## src/rtl/tspc_pkg.sv

```systemverilog
// Package for the triple-site pattern counter.
// Holds base codes, class and pair indexes, tally and result types.
// No dependencies.
package tspc_pkg;

	localparam int BASE_W        = 8;
	localparam int OUT_W         = 24;
	localparam int NUM_PATTERNS  = 5;
	localparam int NUM_PAIRS     = 3;
	localparam int COUNT_W_DEF   = 24;

	localparam logic [OUT_W-1:0] OUT_MAX = {OUT_W{1'b1}};

	localparam logic [BASE_W-1:0] BASE_A = 8'h41;
	localparam logic [BASE_W-1:0] BASE_C = 8'h43;
	localparam logic [BASE_W-1:0] BASE_G = 8'h47;
	localparam logic [BASE_W-1:0] BASE_T = 8'h54;

	localparam int PAT_ALL_SAME   = 0;
	localparam int PAT_FIRST_ODD  = 1;
	localparam int PAT_SECOND_ODD = 2;
	localparam int PAT_THIRD_ODD  = 3;
	localparam int PAT_ALL_DIFFER = 4;

	localparam int PAIR_AB = 0;
	localparam int PAIR_AC = 1;
	localparam int PAIR_BC = 2;

	typedef struct packed {
		logic [NUM_PATTERNS-1:0] pattern;
		logic [NUM_PAIRS-1:0]    match;
		logic [NUM_PAIRS-1:0]    mismatch;
	} tally_t;

	// first member lands in the highest bits
	typedef struct packed {
		logic [OUT_W-1:0] pair_bc_mismatch;
		logic [OUT_W-1:0] pair_bc_match;
		logic [OUT_W-1:0] pair_ac_mismatch;
		logic [OUT_W-1:0] pair_ac_match;
		logic [OUT_W-1:0] pair_ab_mismatch;
		logic [OUT_W-1:0] pair_ab_match;
		logic [OUT_W-1:0] all_differ_count;
		logic [OUT_W-1:0] third_odd_count;
		logic [OUT_W-1:0] second_odd_count;
		logic [OUT_W-1:0] first_odd_count;
		logic [OUT_W-1:0] all_same_count;
	} result_t;

	function automatic logic is_base(input logic [BASE_W-1:0] ch);
		return (ch == BASE_A) || (ch == BASE_C) || (ch == BASE_G) || (ch == BASE_T);
	endfunction

endpackage

```

## src/rtl/tspc_classify.sv

```systemverilog
// Column classifier: decodes one registered column into counter increments.
// Depends on tspc_pkg.
module tspc_classify (
	input  logic [tspc_pkg::BASE_W-1:0] base_first,
	input  logic [tspc_pkg::BASE_W-1:0] base_second,
	input  logic [tspc_pkg::BASE_W-1:0] base_third,
	output tspc_pkg::tally_t            tally
);
	import tspc_pkg::*;

	logic va, vb, vc, all_valid;
	logic eq_ab, eq_ac, eq_bc;

	always_comb begin
		va        = is_base(base_first);
		vb        = is_base(base_second);
		vc        = is_base(base_third);
		all_valid = va && vb && vc;
		eq_ab     = (base_first == base_second);
		eq_ac     = (base_first == base_third);
		eq_bc     = (base_second == base_third);

		tally.pattern[PAT_ALL_SAME]   = all_valid && eq_ab && eq_ac;
		tally.pattern[PAT_FIRST_ODD]  = all_valid && eq_bc && !eq_ab;
		tally.pattern[PAT_SECOND_ODD] = all_valid && eq_ac && !eq_bc;
		tally.pattern[PAT_THIRD_ODD]  = all_valid && eq_ab && !eq_bc;
		tally.pattern[PAT_ALL_DIFFER] = all_valid && !eq_ab && !eq_ac && !eq_bc;

		tally.match[PAIR_AB]    = va && vb && eq_ab;
		tally.mismatch[PAIR_AB] = va && vb && !eq_ab;
		tally.match[PAIR_AC]    = va && vc && eq_ac;
		tally.mismatch[PAIR_AC] = va && vc && !eq_ac;
		tally.match[PAIR_BC]    = vb && vc && eq_bc;
		tally.mismatch[PAIR_BC] = vb && vc && !eq_bc;
	end

endmodule

```

## src/rtl/tspc_counters.sv

```systemverilog
// Saturating counter bank: pattern classes and pair match/mismatch.
// Gives the clipped post-update counts; clears on the last column.
// Depends on tspc_pkg.
module tspc_counters #(
	parameter int COUNT_WIDTH = tspc_pkg::COUNT_W_DEF
) (
	input  logic               clk,
	input  logic               arst_n,
	input  logic               step,
	input  logic               last,
	input  tspc_pkg::tally_t   tally,
	output tspc_pkg::result_t  snapshot
);
	import tspc_pkg::*;

	localparam logic [COUNT_WIDTH-1:0] CNT_MAX = {COUNT_WIDTH{1'b1}};

	logic [COUNT_WIDTH-1:0] pat_q   [NUM_PATTERNS];
	logic [COUNT_WIDTH-1:0] match_q [NUM_PAIRS];
	logic [COUNT_WIDTH-1:0] mis_q   [NUM_PAIRS];
	logic [COUNT_WIDTH-1:0] pat_nxt   [NUM_PATTERNS];
	logic [COUNT_WIDTH-1:0] match_nxt [NUM_PAIRS];
	logic [COUNT_WIDTH-1:0] mis_nxt   [NUM_PAIRS];

	function automatic logic [COUNT_WIDTH-1:0] bump(input logic [COUNT_WIDTH-1:0] v,
			input logic inc);
		return (inc && (v != CNT_MAX)) ? v + COUNT_WIDTH'(1) : v;
	endfunction

	function automatic logic [OUT_W-1:0] clip(input logic [COUNT_WIDTH-1:0] v);
		logic over;
		over = (COUNT_WIDTH > OUT_W) && (v > COUNT_WIDTH'(OUT_MAX));
		return over ? OUT_MAX : OUT_W'(v);
	endfunction

	always_comb begin
		for (int i = 0; i < NUM_PATTERNS; i++)
			pat_nxt[i] = bump(pat_q[i], tally.pattern[i]);
		for (int i = 0; i < NUM_PAIRS; i++) begin
			match_nxt[i] = bump(match_q[i], tally.match[i]);
			mis_nxt[i]   = bump(mis_q[i], tally.mismatch[i]);
		end
	end

	always_ff @(posedge clk or negedge arst_n) begin
		if (!arst_n) begin
			for (int i = 0; i < NUM_PATTERNS; i++)
				pat_q[i] <= '0;
			for (int i = 0; i < NUM_PAIRS; i++) begin
				match_q[i] <= '0;
				mis_q[i]   <= '0;
			end
		end else if (step) begin
			for (int i = 0; i < NUM_PATTERNS; i++)
				pat_q[i] <= last ? '0 : pat_nxt[i];
			for (int i = 0; i < NUM_PAIRS; i++) begin
				match_q[i] <= last ? '0 : match_nxt[i];
				mis_q[i]   <= last ? '0 : mis_nxt[i];
			end
		end
	end

	always_comb begin
		snapshot.all_same_count   = clip(pat_nxt[PAT_ALL_SAME]);
		snapshot.first_odd_count  = clip(pat_nxt[PAT_FIRST_ODD]);
		snapshot.second_odd_count = clip(pat_nxt[PAT_SECOND_ODD]);
		snapshot.third_odd_count  = clip(pat_nxt[PAT_THIRD_ODD]);
		snapshot.all_differ_count = clip(pat_nxt[PAT_ALL_DIFFER]);
		snapshot.pair_ab_match    = clip(match_nxt[PAIR_AB]);
		snapshot.pair_ab_mismatch = clip(mis_nxt[PAIR_AB]);
		snapshot.pair_ac_match    = clip(match_nxt[PAIR_AC]);
		snapshot.pair_ac_mismatch = clip(mis_nxt[PAIR_AC]);
		snapshot.pair_bc_match    = clip(match_nxt[PAIR_BC]);
		snapshot.pair_bc_mismatch = clip(mis_nxt[PAIR_BC]);
	end

	a_clear_on_last: assert property (@(posedge clk) disable iff (!arst_n)
		step && last |=> (pat_q[PAT_ALL_SAME] == '0) && (match_q[PAIR_AB] == '0)
			&& (mis_q[PAIR_BC] == '0))
		else $error("counters not cleared after last column");

endmodule

```

## src/rtl/triple_site_pattern_counter.sv

```systemverilog
// Top level of the triple-site pattern counter: input register, classifier,
// counter bank and result register. Depends on tspc_pkg, tspc_classify, tspc_counters.
//
//  channel   | group    | contents
//  ----------+----------+----------------------------------------------------
//  columns   | s_axis   | tdata: three ASCII bases; tlast: last column
//  counts    | m_axis   | tdata: eleven 24-bit counts, one transfer per tlast
//
// One column per cycle unless a last column waits on a stalled result; the
// classifier and a saturating add sit between the input register and the counters.
// A last column's counts go through the input and then the result register to m_axis.
// A stalled result only blocks a following last column; other columns keep
// flowing into the counters.
// Reset clears all counters and both valid flags.
module triple_site_pattern_counter #(
	parameter int COUNT_WIDTH = tspc_pkg::COUNT_W_DEF
) (
	input  logic        clk,
	input  logic        arst_n,
	input  logic        s_axis_tvalid,
	output logic        s_axis_tready,
	input  logic [23:0] s_axis_tdata,   // base_first, base_second, base_third
	input  logic        s_axis_tlast,   // last_site
	output logic        m_axis_tvalid,
	input  logic        m_axis_tready,
	// all_same_count, first_odd_count, second_odd_count, third_odd_count,
	// all_differ_count, pair_ab_match, pair_ab_mismatch, pair_ac_match,
	// pair_ac_mismatch, pair_bc_match, pair_bc_mismatch
	output logic [263:0] m_axis_tdata
);
	import tspc_pkg::*;

	logic              valid_s1;
	logic              last_s1;
	logic [BASE_W-1:0] first_s1, second_s1, third_s1;
	logic              adv_s1;
	logic              out_valid_q;
	result_t           out_q;
	result_t           snapshot;
	tally_t            tally;

	assign adv_s1        = valid_s1 && (!last_s1 || !out_valid_q || m_axis_tready);
	assign s_axis_tready = !valid_s1 || adv_s1;

	always_ff @(posedge clk or negedge arst_n) begin
		if (!arst_n) begin
			valid_s1 <= 1'b0;
		end else if (s_axis_tready) begin
			valid_s1 <= s_axis_tvalid;
		end
	end

	always_ff @(posedge clk) begin
		if (s_axis_tready && s_axis_tvalid) begin
			first_s1  <= s_axis_tdata[7:0];
			second_s1 <= s_axis_tdata[15:8];
			third_s1  <= s_axis_tdata[23:16];
			last_s1   <= s_axis_tlast;
		end
	end

	tspc_classify u_classify (
		.base_first  (first_s1),
		.base_second (second_s1),
		.base_third  (third_s1),
		.tally       (tally)
	);

	tspc_counters #(
		.COUNT_WIDTH (COUNT_WIDTH)
	) u_counters (
		.clk      (clk),
		.arst_n   (arst_n),
		.step     (adv_s1),
		.last     (last_s1),
		.tally    (tally),
		.snapshot (snapshot)
	);

	always_ff @(posedge clk or negedge arst_n) begin
		if (!arst_n) begin
			out_valid_q <= 1'b0;
		end else if (adv_s1 && last_s1) begin
			out_valid_q <= 1'b1;
		end else if (m_axis_tready) begin
			out_valid_q <= 1'b0;
		end
	end

	always_ff @(posedge clk) begin
		if (adv_s1 && last_s1) begin
			out_q <= snapshot;
		end
	end

	assign m_axis_tvalid = out_valid_q;
	assign m_axis_tdata  = out_q;

	a_result_follows_last: assert property (@(posedge clk) disable iff (!arst_n)
		adv_s1 && last_s1 |=> out_valid_q)
		else $error("last column did not produce a result");

	a_no_overwrite: assert property (@(posedge clk) disable iff (!arst_n)
		adv_s1 && last_s1 |-> !out_valid_q || m_axis_tready)
		else $error("pending result overwritten");

	a_one_class: assert property (@(posedge clk) disable iff (!arst_n)
		valid_s1 |-> $onehot0(tally.pattern))
		else $error("column counted in more than one class");

	a_class_implies_pairs: assert property (@(posedge clk) disable iff (!arst_n)
		valid_s1 && (tally.pattern != '0) |-> ((tally.match | tally.mismatch) == '1))
		else $error("fully valid column missing a pair tally");

endmodule

```

## config.mk

```make
export PLATFORM = sky130hd
export DESIGN_NAME = triple_site_pattern_counter
export DESIGN_NICKNAME = d
export VERILOG_FILES = /design/src/rtl/tspc_pkg.sv /design/src/rtl/tspc_classify.sv /design/src/rtl/tspc_counters.sv /design/src/rtl/triple_site_pattern_counter.sv
export SDC_FILE = /design/constraint.sdc
export NUM_CORES = 1
export LEC_CHECK = 0
export BUFFER_PORTS_ARGS = -buffer_cell sky130_fd_sc_hd__buf_2
export CORE_MARGIN = 2
export CORE_UTILIZATION = 40
export CTS_CLUSTER_SIZE = 12
export DETAILED_ROUTE_END_ITERATION = 10
export SYNTH_ARGS = -nofsm -noshare
export SYNTH_HDL_FRONTEND = slang
export SYNTH_HIERARCHICAL = 1
export SYNTH_SLANG_ARGS = --single-unit
```

## constraint.sdc

```tcl
create_clock -name clk -period 16.1 [get_ports clk]
set_input_delay 4.83 -clock clk [delete_from_list [all_inputs] [get_ports clk]]
set_output_delay 4.83 -clock clk [all_outputs]
set_load 0.1 [all_outputs]
```

==> results.md, run 1 <==
### Outcome
- complete, no violations — result of the run

### Clocking
- 61 — number of buffers added by the clock tree synthesis step
- sky130_fd_sc_hd__clkbuf_16 — Root Buffer
- done — TritonCTS clock tree
- 3 — deepest clock path buffer count
- 555 — clock sink count
- 2 — maximum level of the CTS H-tree
- 0 — number of hold buffers added after cts
- 0.63 ns — clock latency reported for the late side of the worst-skew pair
- 0.06 ns — clock transition at the registers of the reported paths
- 0 — number of buffers added for setup after CTS
- 0 — post-cts repair resize count

### Finish
- 46.28% — post-layout util
- 0 — antenna fix cells
- 33200 um^2 — fin area
- 2943 — number of nets in the layout
- 14.08% — area growth from synthesis to final layout
- 3906 — non-filler cells, final
- 16.07% — fraction of layout instances using a drive strength above 1

### Synthesis
- 0.4729% — area share of fa/ha/maj cells after synthesis
- 29100 um^2 — post-synthesis cell area
- 555 — flip-flop and latch count after synthesis
- sky130_fd_sc_hd__edfxtp_1 — top_reg_cell synth
- 10.70 um^2 — Post-Synthesis Mean Instance Area
- 1.995% — share of synthesized area spent on multiplexers
- 2719 — count of mapped cells out of synthesis
- sky130_fd_sc_hd__edfxtp_1 — leading cell type by number of instances after synthesis
- 289 — number of enable-type register cells in the synthesized netlist
- 8.095% — xor and xnor fraction of the mapped netlist area
- 19.80% — simple logic cell fraction of the synthesized area
- 13.09% — synthesized-area fraction occupied by ao, oa, aoi and oai cells
- 2759 — Synth Net Count
- 88 — number of library cell types mapped by synthesis
- sky130_fd_sc_hd__edfxtp_1 (289), sky130_fd_sc_hd__dfrtp_1 (266), sky130_fd_sc_hd__nand2_1 (262), sky130_fd_sc_hd__nor2_1 (196), sky130_fd_sc_hd__xnor2_1 (196) — synth cell count leaders
- 47.93% — share of async-settable or async-resettable flops after synthesis
- 6 — Warnings, synthesis
- 29.82% — share of the synthesized area in the top cell type
- simple AND/OR/NAND/NOR gates — largest family of logic cells by synthesized area
- 52.69% — sequential element share of the synthesized area
- sky130_fd_sc_hd__edfxtp_1 (30%), sky130_fd_sc_hd__dfrtp_1 (23%), sky130_fd_sc_hd__xnor2_1 (5.9%) — cell types with the largest area share after synthesis
- sky130_fd_sc_hd__edfxtp_1 — leading area contributor after synthesis

### Drt
- 19.55 um — routed length per placed instance
- 7 — drt first pass iters
- 33530 um — M1 wire length
- 0 — number of routed nets with antenna violations
- 4643 um — detailed route wirelength on metal3
- met4 — top layer reached by signal wires
- 35690 um — metal2 WL
- 76360 um — wire length after detailed routing
- 5.844 — average via count per standard cell
- 2104 — violation count after the first detailed-route iteration
- 22.83k — Via Count
- 0 — remaining routing DRC violations

### Floorplan
- 71730 um^2 — area of the placeable core
- 273.7 um — Chip Height
- 40.57% — initial cell density of the core
- 295 — number of top-level pins
- 74930 um^2 — die outline area
- 98 — row count
- 273.7 um — overall die width

### Global route
- 0 — initial antenna violation count
- 22.21k — number of global-route vias before repair
- 140 — largest net degree at the start of global routing
- 19.94% — gr usage total
- 0 — global route overflow
- 120500 um — global-route wire length before repair

### Placement
- 3790 — count of placed standard cells including taps
- 0.8659 — gpl congestion
- 5.779 ns — pre-CTS setup slack
- 294 — IO buf count
- 48800 um — half-perimeter wire length after detailed placement
- 31220 um^2 — placed instance area

### STA
- 64.08% — final clock period utilization by the worst path
- 0 — count of final max-slew check failures
- 96.92 MHz — highest attainable clock frequency
- no — unrepaired setup endpoints after global routing
- 1.220 ns — Slew @ Worst Pin
- 0 ns — final-layout setup total negative slack
- 0.01904 ns — worst-case clock skew
- 5.782 ns — final critical-path setup slack
- 0 — final hold violations
- 10.32 ns — post-layout minimum cycle time
- 18.33% — Max transition margin
- 0.5376 ns — Hold Worst Slack
- 0 — final number of setup-violating endpoints

### Power and ir drop
- 19.6% — combinational cell fraction of total power
- 12.51 nW — total leakage power
- 34.1% — clock share of power
- 0.00008895 V — Worst IR Drop VDD
- 123.2 nW/um^2 — power density relative to cell area
- 34.34% — switching part of the total power
- 46.3% — Flop pwr share
- 4.090 mW — post-layout power
- 1.404 mW — switching power
- 2.686 mW — internal power consumption

### Min path
- reg2reg — kind of path behind the tightest hold check

### Setup path
- input port — CP Launch Type
- 5.49 ns — CP Data Arrival Time
- in2out — critical path type
- output port — crit end category
- 11.27 ns — critical path data required time
- 3 — CP max FO

### Flow run
- 0 — count of maximum capacitance violations

final cells by class:
| class | count | area, um^2 |
|---|---|---|
| multi-input combinational | 1877 | 12680 |
| fill | 6581 | 38530 |
| inverter | 94 | 362.8 |
| timing repair buffer | 314 | 1657 |
| sequential | 555 | 15330 |
| clock inverter | 31 | 311.5 |
| clock buffer | 85 | 1668 |
| tap | 950 | 1189 |
sequential cells by signal, summed over array words and instances (netlist names):
| register | flops |
|---|---|
| u_counters/mis_q | 72 |
| u_counters/match_q | 72 |
| third_s1 | 8 |
| m_axis_tdata | 264 |
| valid_s1 | 1 |
| m_axis_tvalid | 1 |
| second_s1 | 8 |
| last_s1 | 1 |
| first_s1 | 8 |
| u_counters/pat_q | 120 |
critical path: stages:
cell	delay, ns
sky130_fd_sc_hd__buf_2	0.09
sky130_fd_sc_hd__nand4b_2	0.13
sky130_fd_sc_hd__buf_2	0.44
power by group through the flow:
| stage | clock network (mW) | registers (mW) | logic [mW] |
|---|---|---|---|
| 3_5_place_dp | 0 | 1.91 | 0.808 |
| 3_3_place_gp | 0 | 1.90 | 0.794 |
| 6_report | 1.39 | 1.89 | 0.804 |
| 4_1_cts | 1.44 | 1.89 | 0.811 |
| 5_1_grt | 1.49 | 1.92 | 0.860 |
| 2_1_floorplan | 0 | 2.20 | 0.341 |
logic make-up after synthesis:
family | Yosys count
mux | 57
xor+xnor | 269
compound gates | 458
fa+ha+maj | 11
buf+inv | 287
flops | 555
simple gates | 1082
worst paths after layout:
check	start	to	slack (ns)	depth (start not counted)
min in group asynchronous	arst_n	u_counters/pat_q[84]	4.23	1
hold reg to reg	u_counters/mis_q[22]	u_counters/mis_q[22]	0.54	1
setup / recovery	m_axis_tready	s_axis_tready	5.78	3
setup reg to reg	second_s1[5]	u_counters/pat_q[91]	12.04	8
hold / removal	u_counters/mis_q[22]	u_counters/mis_q[22]	0.54	1
max in group asynchronous	arst_n	u_counters/mis_q[48]	9.84	3
metal layers:
layer / vias up / global-route usage [%]
met5: - / 0
met3: 149 / 3.421
met2: 741 / 32.28
met1: 11280 / 26.91
met4: 0 / 7.089
li1: 10660 / -
cells in the final DEF, fill, tap and decap left out, types with 49 or more instances in the layout:
master                      instances
sky130_fd_sc_hd__mux2i_1           49
sky130_fd_sc_hd__nand2_1          261
sky130_fd_sc_hd__o311ai_0         103
sky130_fd_sc_hd__nand3_1          163
sky130_fd_sc_hd__a221o_1           49
sky130_fd_sc_hd__edfxtp_1         289
sky130_fd_sc_hd__xnor2_1          196
sky130_fd_sc_hd__dfrtp_1          266
sky130_fd_sc_hd__inv_1             92
sky130_fd_sc_hd__nand4_1           80
sky130_fd_sc_hd__xor2_1            73
sky130_fd_sc_hd__and3_1            55
sky130_fd_sc_hd__nor2_1           195
sky130_fd_sc_hd__nor3_1            56
sky130_fd_sc_hd__buf_2            293
sky130_fd_sc_hd__clkbuf_16         62
Power figures use the tool's default switching activity.
==> run 2, diff against run 1 <==
--- a/config.mk
+++ b/config.mk
@@ -5,6 +5,7 @@
 export SDC_FILE = /design/constraint.sdc
 export NUM_CORES = 1
 export LEC_CHECK = 0
+export ABC_AREA = 1
 export BUFFER_PORTS_ARGS = -buffer_cell sky130_fd_sc_hd__buf_2
 export CORE_MARGIN = 2
 export CORE_UTILIZATION = 40
==> constraint.sdc (replaced) <==
create_clock -name clk -period 10.65 [get_ports clk]
set_input_delay 3.195 -clock clk [delete_from_list [all_inputs] [get_ports clk]]
set_output_delay 3.195 -clock clk [all_outputs]
set_load 0.1 [all_outputs]
==> run 2 against run 1 <==
Final cell count is 24% higher; cell area up 1.1%; count of clock-buffer cells in the layout shrank 2; sequential power grew 24%; first-iteration DRC count shrank 18%; sequential share of layout area is 0.50 points lower; clock power grew 63%; die area shrank 0.18%; sequential cell count unchanged; global-route usage up 0.11 points; synthesized cell count is 31% higher; critical endpoint unchanged.
==> results.md, run 2 <==
### Power and ir drop
- 1.462 mW — switching power
- 5.191 mW — post-layout power
- 45.3% — Flop pwr share
- 154.7 nW/um^2 — power density relative to cell area
- 11.0% — combinational cell fraction of total power
- 3.729 mW — internal power consumption
- 0.0001231 V — Worst IR Drop VDD
- 43.7% — clock share of power
- 28.17% — switching part of the total power
- 14.41 nW — total leakage power

### Setup path
- in2out — critical path type
- sky130_fd_sc_hd__buf_2 — cell occurring most often along the worst timing path
- 0.43 ns — Crit path largest cell delay
- buf_2 -> inv_1 -> nand4_2 -> buf_2 — cells along the critical path
- sky130_fd_sc_hd__buf_2 — crit path max-delay cell type
- 7.46 ns — critical path data required time
- 3.89 ns — CP Data Arrival Time
- output port — crit end category
- 8 — R2R cell count
- input port — CP Launch Type
- 3 — CP max FO

### Clocking
- 3 — maximum level of the CTS H-tree
- 0.59 ns — clock latency reported for the late side of the worst-skew pair
- 0 — number of hold buffers added after cts
- sky130_fd_sc_hd__clkbuf_16 — Root Buffer
- 0 — post-cts repair resize count
- 0.06 ns — clock transition at the registers of the reported paths
- 0 — number of buffers added for setup after CTS
- done — TritonCTS clock tree
- 3 — deepest clock path buffer count
- 66 — number of buffers added by the clock tree synthesis step
- 555 — clock sink count

### STA
- 0 ns — final-layout setup total negative slack
- 141.2 MHz — highest attainable clock frequency
- 66.51% — final clock period utilization by the worst path
- 7.084 ns — post-layout minimum cycle time
- 0 — final hold violations
- no — unrepaired setup endpoints after global routing
- 0 — final number of setup-violating endpoints
- 1.047 ns — Slew @ Worst Pin
- 0.02710 ns — worst-case clock skew
- 30.21% — Max transition margin
- 0 — count of final max-slew check failures

### Synthesis
- 29.87% — share of the synthesized area in the top cell type
- 47.93% — share of async-settable or async-resettable flops after synthesis
- 29050 um^2 — post-synthesis cell area
- sky130_fd_sc_hd__edfxtp_1 (30%), sky130_fd_sc_hd__dfrtp_1 (23%), sky130_fd_sc_hd__nand2_1 (16%) — cell types with the largest area share after synthesis
- 289 — number of enable-type register cells in the synthesized netlist
- 41 — number of library cell types mapped by synthesis
- sky130_fd_sc_hd__nand2_1 — leading cell type by number of instances after synthesis
- 6 — Warnings, synthesis
- 8.161 um^2 — Post-Synthesis Mean Instance Area
- 52.78% — sequential element share of the synthesized area
- sky130_fd_sc_hd__nand2_1 (1274), sky130_fd_sc_hd__nand3_1 (381), sky130_fd_sc_hd__inv_1 (356), sky130_fd_sc_hd__edfxtp_1 (289), sky130_fd_sc_hd__nor2_1 (280) — synth cell count leaders
- sky130_fd_sc_hd__edfxtp_1 — top_reg_cell synth
- 3600 — Synth Net Count
- 555 — flip-flop and latch count after synthesis
- sky130_fd_sc_hd__edfxtp_1 — leading area contributor after synthesis
- 3560 — count of mapped cells out of synthesis

### Global route
- 120200 um — global-route wire length before repair
- 22.40k — number of global-route vias before repair
- 0 — global route overflow
- 1 — initial antenna violation count
- 32.77% — grt met2 use
- 20.05% — gr usage total
- met2 — Most Crowded Layer GR
- 3.395% — met3 routing resource usage after global routing
- 27.71% — met1 Track Usage GR
- 159 — largest net degree at the start of global routing

### Drt
- 5 — drt first pass iters
- 74700 um — wire length after detailed routing
- 4.898 — average via count per standard cell
- 23.75k — Via Count
- 15.40 um — routed length per placed instance
- 0 — remaining routing DRC violations
- 1726 — violation count after the first detailed-route iteration
- 0 — number of routed nets with antenna violations

### Placement
- 0.8962 — gpl congestion
- 294 — IO buf count
- 51300 um — half-perimeter wire length after detailed placement
- 31400 um^2 — placed instance area

### Outcome
- complete, no violations — result of the run

### Floorplan
- 98 — row count
- 74800 um^2 — die outline area
- 295 — number of top-level pins
- 273.5 um — Chip Height
- 71730 um^2 — area of the placeable core
- 40.50% — initial cell density of the core
- 273.5 um — overall die width

### Finish
- 13.62% — fraction of layout instances using a drive strength above 1
- sky130_fd_sc_hd__nand2_1 (1274), sky130_fd_sc_hd__nand3_1 (381), sky130_fd_sc_hd__inv_1 (355) — most frequent cells in the layout
- 3885 — number of nets in the layout
- 15.53% — area growth from synthesis to final layout
- sky130_fd_sc_hd__nand2_1 — leading cell type in the layout, fill and taps excluded
- 264 — max FFs per register
- 6994 — layout filler cell count
- 33560 um^2 — fin area
- 46.79% — post-layout util
- 0 — antenna fix cells

### Flow run
- 0 — count of maximum capacitance violations

### Min path
- 2 — cell depth of the worst min-delay path
- reg2reg — kind of path behind the tightest hold check

-- run 2: cell types whose count changed after synthesis, moves of 82 or more --
cell                       change
sky130_fd_sc_hd__nand2_1    +1012
sky130_fd_sc_hd__o311ai_0    -103
sky130_fd_sc_hd__and2_1      +100
sky130_fd_sc_hd__inv_1       +263
sky130_fd_sc_hd__nor2_1       +84
sky130_fd_sc_hd__xnor2_1     -133
sky130_fd_sc_hd__clkbuf_1    -120
sky130_fd_sc_hd__nand3_1     +218
sky130_fd_sc_hd__o21ai_0      +82
-- run 2: metrics by stage --
step	hold WS [ns]	std cells	setup WS (ns)
floorplan	0.4856	3560	1.511
global placement	0.5174	4727	3.580
detailed placement	0.5192	4727	3.565
CTS	0.5345	4849	3.566
global route	0.5570	4849	3.520
finish	0.5360	4849	3.566
-- run 2: cell type report --
class | instances | area [um^2] | area share (%)
Timing Repair Buffer | 312 | 1629 | 4.854
Multi-Input combinational cell | 2541 | 11850 | 35.30
Inverter | 369 | 1398 | 4.164
Tap cell | 950 | 1189 | 3.541
Sequential cell | 555 | 15330 | 45.69
Clock buffer | 83 | 1767 | 5.264
Clock inverter | 39 | 400.4 | 1.193
-- run 2: critical path: cells and delay by family --
| family | cells | cell delay, ns |
|---|---|---|
| buffers and inverters | 3 | 0.58 |
| and+or+nand+nor | 1 | 0.10 |
-- run 2: per-layer routing --
metal  part of all wire [%]  vias up
met1                     47    11110
li1                       -    12080
met5                      0        -
met3                    5.1       81
met2                     47      476
met4                    1.6        0
-- run 2: power by group through the flow --
stage / Combinational [mW] / Clock, mW / Sequential (mW)
final: 0.571 / 2.27 / 2.35
after global routing: 0.596 / 2.43 / 2.35
after CTS: 0.579 / 2.34 / 2.35
after detailed placement: 0.579 / 0 / 2.39
after global placement: 0.579 / 0 / 2.39
after floorplan: 0.0792 / 0 / 2.77
-- run 2: kinds of logic (layout without fill, tap and decap cells) --
kind of cell    after synthesis  after routing  share of synthesized area, %
fa+ha+maj                    11             11                        0.4737
buf+inv                     464            803                         6.516
compound gates              143            143                         2.679
xor+xnor                     83             83                         2.606
simple gates               2304           2304                         34.94
flops                       555            555                         52.78
-- run 2: path summary, 6_finish.rpt --
| path | from | endpoint | slack, ns |
|---|---|---|---|
| setup reg to reg | last_s1 | u_counters/match_q[24] | 7.05 |
| hold reg to reg | u_counters/mis_q[23] | u_counters/mis_q[23] | 0.54 |
| hold / removal | u_counters/mis_q[23] | u_counters/mis_q[23] | 0.54 |
| min in group asynchronous | arst_n | u_counters/match_q[17] | 2.64 |
| max in group asynchronous | arst_n | u_counters/mis_q[70] | 6.62 |
| setup / recovery | m_axis_tready | s_axis_tready | 3.57 |
